===== config.mk =====
export PLATFORM = sky130hd
export DESIGN_NAME = bch_63_56_single_error_decoder
export DESIGN_NICKNAME = d
export VERILOG_FILES = /design/src/rtl/core/bchd_pkg.sv /design/src/rtl/core/bchd_core.sv /design/src/rtl/core/bch_63_56_single_error_decoder.sv
export SDC_FILE = /design/constraint.sdc
export NUM_CORES = 1
export LEC_CHECK = 0
export ABC_CLOCK_PERIOD_IN_PS = 6100
export BUFFER_PORTS_ARGS = -buffer_cell sky130_fd_sc_hd__buf_2
export CELL_PAD_IN_SITES_DETAIL_PLACEMENT = 1
export CELL_PAD_IN_SITES_GLOBAL_PLACEMENT = 1
export CORE_MARGIN = 2
export CORE_UTILIZATION = 41
export DETAILED_ROUTE_END_ITERATION = 16
export GPL_ROUTABILITY_DRIVEN = 0
export PLACE_DENSITY = 0.82
export SYNTH_ARGS = -nofsm -noshare
export SYNTH_HDL_FRONTEND = slang
export SYNTH_SLANG_ARGS = --single-unit

===== constraint.sdc =====
create_clock -name clk -period 6.1 [get_ports clk]
set_input_delay 1.22 -clock clk [delete_from_list [all_inputs] [get_ports clk]]
set_output_delay 1.22 -clock clk [all_outputs]
set_load 0.02 [all_outputs]

===== src/rtl/core/bchd_pkg.sv =====
// ----------------------------------------------------------------------------
// bchd_pkg
// Shared types, constants and elaboration-time tables for the BCH(63,56)
// single-error decoder.
// ----------------------------------------------------------------------------
package bchd_pkg;

	localparam int WORD_W       = 64;
	localparam int DATA_W       = 56;
	localparam int SYN_W        = 7;
	localparam int POS_W        = 6;
	localparam int CODE_LEN     = 63;
	localparam int SYN_CODES    = 1 << SYN_W;
	localparam int DROPPED_LOW_BITS_DEF = 8;

	// generator x^7 + x^6 + x^2 + 1 without the x^7 term
	localparam logic [SYN_W-1:0] GEN_LOW = 7'h45;

	typedef enum logic [1:0] {
		STATUS_OK        = 2'd0,
		STATUS_CORRECTED = 2'd1,
		STATUS_FAIL      = 2'd2
	} status_t;

	typedef struct packed {
		logic             found;
		logic [POS_W-1:0] pos;
	} loc_t;

	typedef logic [SYN_W-1:0][WORD_W-1:0] syn_cols_t;
	typedef loc_t [SYN_CODES-1:0]         loc_tab_t;

	function automatic logic [SYN_W-1:0] times_x(input logic [SYN_W-1:0] r);
		logic [SYN_W-1:0] t;
		t = {r[SYN_W-2:0], 1'b0};
		if (r[SYN_W-1]) begin
			t = t ^ GEN_LOW;
		end
		return t;
	endfunction

	// column j: which word bits feed syndrome bit j
	function automatic syn_cols_t build_syn_cols();
		syn_cols_t        c;
		logic [SYN_W-1:0] p;
		c = '0;
		p = SYN_W'(1);
		for (int i = 0; i < WORD_W; i++) begin
			for (int j = 0; j < SYN_W; j++) begin
				c[j][i] = p[j];
			end
			p = times_x(p);
		end
		return c;
	endfunction

	// syndrome to lowest bit position with x^i mod g equal to it
	function automatic loc_tab_t build_loc_tab();
		loc_tab_t         t;
		logic [SYN_W-1:0] p [CODE_LEN];
		logic [SYN_W-1:0] r;
		t = '0;
		r = SYN_W'(1);
		for (int i = 0; i < CODE_LEN; i++) begin
			p[i] = r;
			r = times_x(r);
		end
		for (int i = CODE_LEN - 1; i >= 0; i--) begin
			t[p[i]].found = 1'b1;
			t[p[i]].pos   = POS_W'(i);
		end
		return t;
	endfunction

	localparam syn_cols_t SYN_COLS = build_syn_cols();
	localparam loc_tab_t  LOC_TAB  = build_loc_tab();

endpackage


===== src/rtl/core/bchd_core.sv =====
// ----------------------------------------------------------------------------
// bchd_core
// Syndrome tree, error locator lookup and bit correction for one codeword.
// ----------------------------------------------------------------------------
module bchd_core import bchd_pkg::*; #(
	parameter int DROPPED_LOW_BITS = DROPPED_LOW_BITS_DEF
) (
	input  logic [WORD_W-1:0] word,
	output logic [DATA_W-1:0] data,
	output status_t           status,
	output logic [SYN_W-1:0]  syndrome
);

	loc_t              loc;
	logic [WORD_W-1:0] fixed;

	always_comb begin
		for (int j = 0; j < SYN_W; j++) begin
			syndrome[j] = ^(word & SYN_COLS[j]);
		end
	end

	assign loc = LOC_TAB[syndrome];

	always_comb begin
		fixed  = word;
		data   = '0;
		status = STATUS_FAIL;
		if (syndrome == '0) begin
			status = STATUS_OK;
			data   = word[DROPPED_LOW_BITS +: DATA_W];
		end else if (loc.found) begin
			status = STATUS_CORRECTED;
			fixed  = word ^ (WORD_W'(1) << loc.pos);
			data   = fixed[DROPPED_LOW_BITS +: DATA_W];
		end
	end

endmodule


===== src/rtl/core/bch_63_56_single_error_decoder.sv =====
// ----------------------------------------------------------------------------
// bch_63_56_single_error_decoder
// BCH(63,56) single-error-correcting decoder, one codeword per transaction.
// ----------------------------------------------------------------------------
// Accepts one 64-bit codeword per clock cycle while in_stall is low and
// returns one result per codeword. The codeword is captured in an input
// register. The syndrome xor tree, the 128-entry locator table and the bit
// flip sit between that register and the result register, which presents
// the result. While out_stall holds a result, the input register still takes
// one more codeword. in_stall rises once both registers are full.
module bch_63_56_single_error_decoder import bchd_pkg::*; #(
	parameter int DROPPED_LOW_BITS = DROPPED_LOW_BITS_DEF
) (
	input  logic              clk,
	input  logic              arst_n,
	input  logic              in_valid,
	output logic              in_stall,
	input  logic [WORD_W-1:0] received_word,
	output logic              out_valid,
	input  logic              out_stall,
	output logic [DATA_W-1:0] data_bits,
	output logic [1:0]        decode_status,
	output logic [SYN_W-1:0]  syndrome_value
);

	logic              valid_s1;
	logic [WORD_W-1:0] word_s1;
	logic              valid_s2;
	logic [DATA_W-1:0] data_s2;
	status_t           status_s2;
	logic [SYN_W-1:0]  syn_s2;
	logic              adv;
	logic [DATA_W-1:0] core_data;
	status_t           core_status;
	logic [SYN_W-1:0]  core_syn;

	assign adv      = !valid_s2 || !out_stall;
	assign in_stall = valid_s1 && !adv;

	bchd_core #(
		.DROPPED_LOW_BITS(DROPPED_LOW_BITS)
	) u_core (
		.word     (word_s1),
		.data     (core_data),
		.status   (core_status),
		.syndrome (core_syn)
	);

	always_ff @(posedge clk or negedge arst_n) begin
		if (!arst_n) begin
			valid_s1 <= 1'b0;
			valid_s2 <= 1'b0;
		end else begin
			if (!in_stall) begin
				valid_s1 <= in_valid;
			end
			if (adv) begin
				valid_s2 <= valid_s1;
			end
		end
	end

	always_ff @(posedge clk) begin
		if (!in_stall && in_valid) begin
			word_s1 <= received_word;
		end
		if (adv && valid_s1) begin
			data_s2   <= core_data;
			status_s2 <= core_status;
			syn_s2    <= core_syn;
		end
	end

	assign out_valid      = valid_s2;
	assign data_bits      = data_s2;
	assign decode_status  = status_s2;
	assign syndrome_value = syn_s2;

endmodule


-- Yosys cells after proc, flatten, opt, wreduce, memory -nomap -nowiden
Memory sizes are Yosys's and may differ from the RTL's.
Index checks and enable logic that the tools add are counted.
- bitwise operators: 1
- shifts and indexed selects: 1
- multiplexer cells: 4
- reductions and logical operators: 16
- $lt $le $gt $ge: 1
- operators with widths (operator ; number):
    64-bit parity ; 7
    56-bit 2-to-1 mux ; 2
    1-bit by 6-bit left shift with 64-bit output (first input constant) ; 1
    64-bit XOR ; 1
    7-bit by 8-bit < comparator with 1-bit output (second input constant) ; 1
    7-bit logical NOT ; 1
    7-bit 2-to-1 mux ; 1
    1-bit logical NOT ; 4
    1-bit logical AND ; 3
    2-bit 2-to-1 mux ; 1
    1-bit logical OR ; 1
- memories kept: 1
- input bits: 68
- register bits: 131
- logic and storage cells: 30
- ROM bits: 896
- output and inout bits: 67
- memories (name ; words ; width ; rd ports ; clocked after memory_dff ; wr ports ; line ; text):
    (no name shown) ; 128 ; 7 ; 1 ; 0 ; 0 ; bchd_core.sv:23 ; assign loc = LOC_TAB[syndrome];

-- Longest topological paths before layout
- depth in word-level cells: 7
- gate-level depth with buffers: 21
- mapped depth without buffers: 18

-- By module
From an unflattened synthesis, not the netlist that was laid out.
- cells, all modules: 667
- area, all modules: 7917.6 um^2
- by module, submodules not included (module ; area an instance (um^2) ; cells an instance ; instances ; seq. area each (um^2)):
    bch_63_56_single_error_decoder ; 3966.3 ; 137 ; 1 ; 3923.8
    bchd_core ; 3951.3 ; 530 ; 1 ; 0.0

-- Least setup slack after synthesis
Ideal clock, no wire load.
- path kind: input port to flip-flop
- start: input out_stall
- end: register data_s2[0], in the netlist data_bits[0] (enable)
- library setup time: 0.587 ns
- required time: 5.513 ns
- buffers on the path: 0
- stages on the path: 1
- arrival: 5.960 ns
- slack: -0.447 ns
- path through: a21boi_0
- cells in the longest elaborated chain, start to end: 3
- RTL lines (element ; line ; text):
    start, declared ; bch_63_56_single_error_decoder.sv:20 ; input logic out_stall,
    1-bit logical NOT ; bch_63_56_single_error_decoder.sv:37 ; assign adv = !valid_s2 || !out_stall;
    1-bit logical OR ; bch_63_56_single_error_decoder.sv:37 ;
    1-bit logical AND ; bch_63_56_single_error_decoder.sv:67 ; if (adv && valid_s1) begin
    end signal, assigned ; bch_63_56_single_error_decoder.sv:68 ; data_s2 <= core_data;
    end, declared ; bch_63_56_single_error_decoder.sv:29 ; logic [DATA_W-1:0] data_s2;
Every way passes these cells.
A chain may end at the register's enable or synchronous reset.

-- Final worst setup path
- start: register word_s1[20]
- end: register data_s2[39], in the netlist data_bits[39] (data pin)
- cells in the longest elaborated chain, start to end: 7
- elaborated cells between the ends (all ways): 14
- those cells by class: 1 x shift; 3 x mux; 1 x bitwise; 8 x reduce/logical; 1 x memory
- RTL lines (element ; line ; text):
    start, declared ; bch_63_56_single_error_decoder.sv:27 ; logic [WORD_W-1:0] word_s1;
    start signal, assigned ; bch_63_56_single_error_decoder.sv:65 ; word_s1 <= received_word;
    64-bit parity (*) ; bchd_core.sv:19 ; syndrome[j] = ^(word & SYN_COLS[j]);
    named net core_syn[1] ; bch_63_56_single_error_decoder.sv:35 ; logic [SYN_W-1:0] core_syn;
    memory read 128 x 7 bit ; - ;
    7-bit 2-to-1 mux (not written as such) ; bchd_core.sv:23 ;
    1-bit by 6-bit left shift with 64-bit output ; bchd_core.sv:34 ; fixed = word ^ (WORD_W'(1) << loc.pos);
    64-bit XOR ; bchd_core.sv:34 ;
    56-bit 2-to-1 mux ; bchd_core.sv:32 ; end else if (loc.found) begin
    56-bit 2-to-1 mux (*) ; bchd_core.sv:29 ; if (syndrome == '0) begin
    named net core_data[39] ; bch_63_56_single_error_decoder.sv:33 ; logic [DATA_W-1:0] core_data;
Mark *: on every way through the listed nets, which the timed path passes. The rest lies on a longest branch. The select of a mux whose other input is x is not followed.

==> run_results.csv <==
group,metric,value,unit
critical_path,path_delay_family,"simple AND/OR/NAND/NOR gates",
cts,cts-root-buf,"clkbuf_16",
die,num_io_pins,135,
routing,wl,28000,um
flow_run,cap_violations,0,
critical_path,critical_path_class,"flip-flop to flip-flop",
critical_path,cp-end-kind,"flip-flop",
synth,yosys_warnings,0,
sta,slew_headroom,0.192,
critical_path,cp_max_fo,27,
sta,rsz0062_at_grt,"false",
synth,synth_ff_type,"edfxtp_1",
final_layout,mostFrequentLayoutCells,"buf_2 (134), edfxtp_1 (129), xnor2_1 (81)",
final_layout,drive_gt1_frac,0.263,
routing,first_iter_violations,904,
final_layout,fillCellCount,2151,
die,design.core.area,0.0194,mm2
die,dieWidth,144,um
synth,netlist_area,0.00807,mm2
cts,cts_resized,0,
routing,wire_per_inst,25.9,um
critical_path,critPathMaxStageDelay,0.67,ns
synth,syn_inst,677,
cts,clk_pin_slew_worst_paths,0.06,ns
placed_design,io_buffers,134,
cts,numCtsBuffers,17,
cts,post_cts_buffers,0,
sta,slew_viol_final,0,
sta,fin_tns_setup,0,ns
routing,postRouteAntennaNets,0,
routing,drc,0,
synth,seq_area_frac_synth,0.486,
routing,viasPerCell,6.29,
critical_path,path_buf_inv,1,
synth,syn_nets,750,
routing,drtPass1Iterations,5,
critical_path,slowest_stage,"or2_1",
sta,setup_viol,0,
final_layout,fin_cells,1079,
global_routing,grt_pass1_vias,6747,
global_routing,antenna_found_initial,0,
final_layout,multiInputGateArea,0.00381,mm2
global_routing,grt_overflow,0,
sta,period_minus_slack,5.93,ns
global_routing,grt_usage,0.267,
die,die_height,144,um
final_layout,area_delta_synth_final,17.9,%
cts,cts_tree,"done",
sta,tightest_slew,1.21,ns
critical_path,crit_required,6.35,ns
cts,cts_hold_buffers,0,
sta,clock_skew,0.0110,ns
critical_path,cp_common_cell,"xnor2_1",
routing,vias,6782,
placed_design,dp_hpwl,19600,um
hold_path,hp-class,"flip-flop to flip-flop",
global_routing,grt_max_degree,38,
final_layout,design_area,0.00951,mm2
final_layout,final_util,0.490,
sta,max_freq,169,MHz
cts,clk_path_buf_depth,2,
final_layout,diodes,0,
final_layout,regArea,0.00392,mm2
critical_path,worst_setup_path_start_kind,"flip-flop",
synth,synth_seq_cells,131,
sta,period_share,0.972,
die,die_area,0.0208,mm2
global_routing,grt_pass1_wl,41100,um
die,initial_core_util,0.416,
die,rows,51,
cts,clock_latency,0.44,ns
placed_design,dp.cells,1047,
run_status,outcome,"complete, no violations",
final_layout,layout_commonest_cell,"buf_2",
final_layout,fin_nets,874,
critical_path,worst-endpoint-arrival,6.18,ns
sta,hold_violations,0,
synth,synth_edf_count,129,
cts,clock-sinks,131,
critical_path,path_cells,"xor2_1, xnor2_1, xnor2_1, xnor2_1, xnor2_1, xnor2_1, ha_1, inv_1, nor3_1, a221oi_1, a311oi_1, nand3_1, or2_1, or4_1, a21oi_1",
synth,avgSynthCellArea,11.9,um2
synth,synth.lib_cells_used.distinct,71,
critical_path,reg2reg_slack,0.17,ns
cts,cts_htree_levels,4,
placed_design,placed_area,0.00894,mm2
synth,async_flop_share,0.0153,
[cells in the mapped netlist (all sizes together), types with 4 or more instances]
cell type	instances	share of area
a2111oi	8	0.0095
a211oi	9	0.0096
a21oi	51	0.032
a221oi	5	0.0054
a31oi	10	0.0078
buf	22	0.023
clkbuf	25	0.012
edfxtp	129	0.48
ha	5	0.0078
inv	13	0.0060
nand2	32	0.015
nand2b	4	0.0031
nand3	16	0.0099
nand3b	5	0.0047
nor2	19	0.0098
nor3	16	0.011
nor4	5	0.0039
o211ai	10	0.0093
o21ai	32	0.020
o22ai	12	0.0093
o311ai	9	0.0098
o31ai	21	0.020
o41ai	10	0.011
or2	5	0.0039
or3	24	0.019
or4	16	0.015
xnor2	85	0.097
xnor3	20	0.056
xor2	16	0.022
[area by class of cell]
type                       instances  area share
clock buffer                      18      0.0451
clock inverter                    14      0.0150
inverter                          14     0.00605
multi-input combinational        484       0.401
sequential                       131       0.413
tap                              265      0.0349
timing repair buffer             153      0.0855
[sequential cells by signal, summed over array words and instances (netlist names)]
signal          count
decode_status       2
data_bits          56
out_valid           1
word_s1            64
syndrome_value      7
valid_s1            1
[worst paths after layout]
path / end / from / cells past startpoint
min in group asynchronous: out_valid$_DFFE_PN0N_ / arst_n / 1
setup reg to reg: data_bits[39]$_DFFE_PP_ / word_s1[20]$_DFFE_PP_ / 15
hold / removal: out_valid$_DFFE_PN0N_ / valid_s1$_DFFE_PN0N_ / 1
setup / recovery: data_bits[39]$_DFFE_PP_ / word_s1[20]$_DFFE_PP_ / 15
max in group asynchronous: valid_s1$_DFFE_PN0N_ / arst_n / 1
hold reg to reg: out_valid$_DFFE_PN0N_ / valid_s1$_DFFE_PN0N_ / 1
[metal layers]
layer | GRT usage | up-vias | wire length (um)
met3 | 0.0536 | 79 | 2480
met1 | 0.351 | 3354 | 11300
li1 | - | 2901 | -
met4 | 0.0894 | 0 | 783
met5 | 0 | - | 0
met2 | 0.443 | 448 | 13400
[stage by stage]
stage / setup slack, ns / hold WS, ns
final: 0.171 / 0.496
after global routing: 0.0639 / 0.520
after CTS: 0.366 / 0.498
after detailed placement: 0.459 / 0.486
after global placement: 0.680 / 0.466
after floorplan: 1.28 / 0.444
[kinds of logic (layout without fill, tap and decap cells)]
logic type | Yosys count | count (layout) | synth area share
AOI/OAI and AO/OA | 204 | 204 | 0.173
and+or+nand+nor | 147 | 147 | 0.0983
DFF | 131 | 131 | 0.486
xor gates and xnor gates | 124 | 124 | 0.184
buffers and inverters | 62 | 199 | 0.0431
adders and majority gates | 5 | 5 | 0.00775
muxes | 4 | 4 | 0.00806
[worst register-to-register path: cells and delay by family, from the launching register on]
family                   cells  cell delay (ns)
buffers and inverters        1             0.19
AND/OR/NAND/NOR              4             2.19
flip-flops                   1             0.51
XOR/XNOR                     6             1.59
AO/OA/AOI/OAI                3             0.94
adder cells (fa/ha/maj)      1             0.35
Power is not shown: default switching activity piles up to over one toggle a cycle in this logic, so the estimate is an artifact.
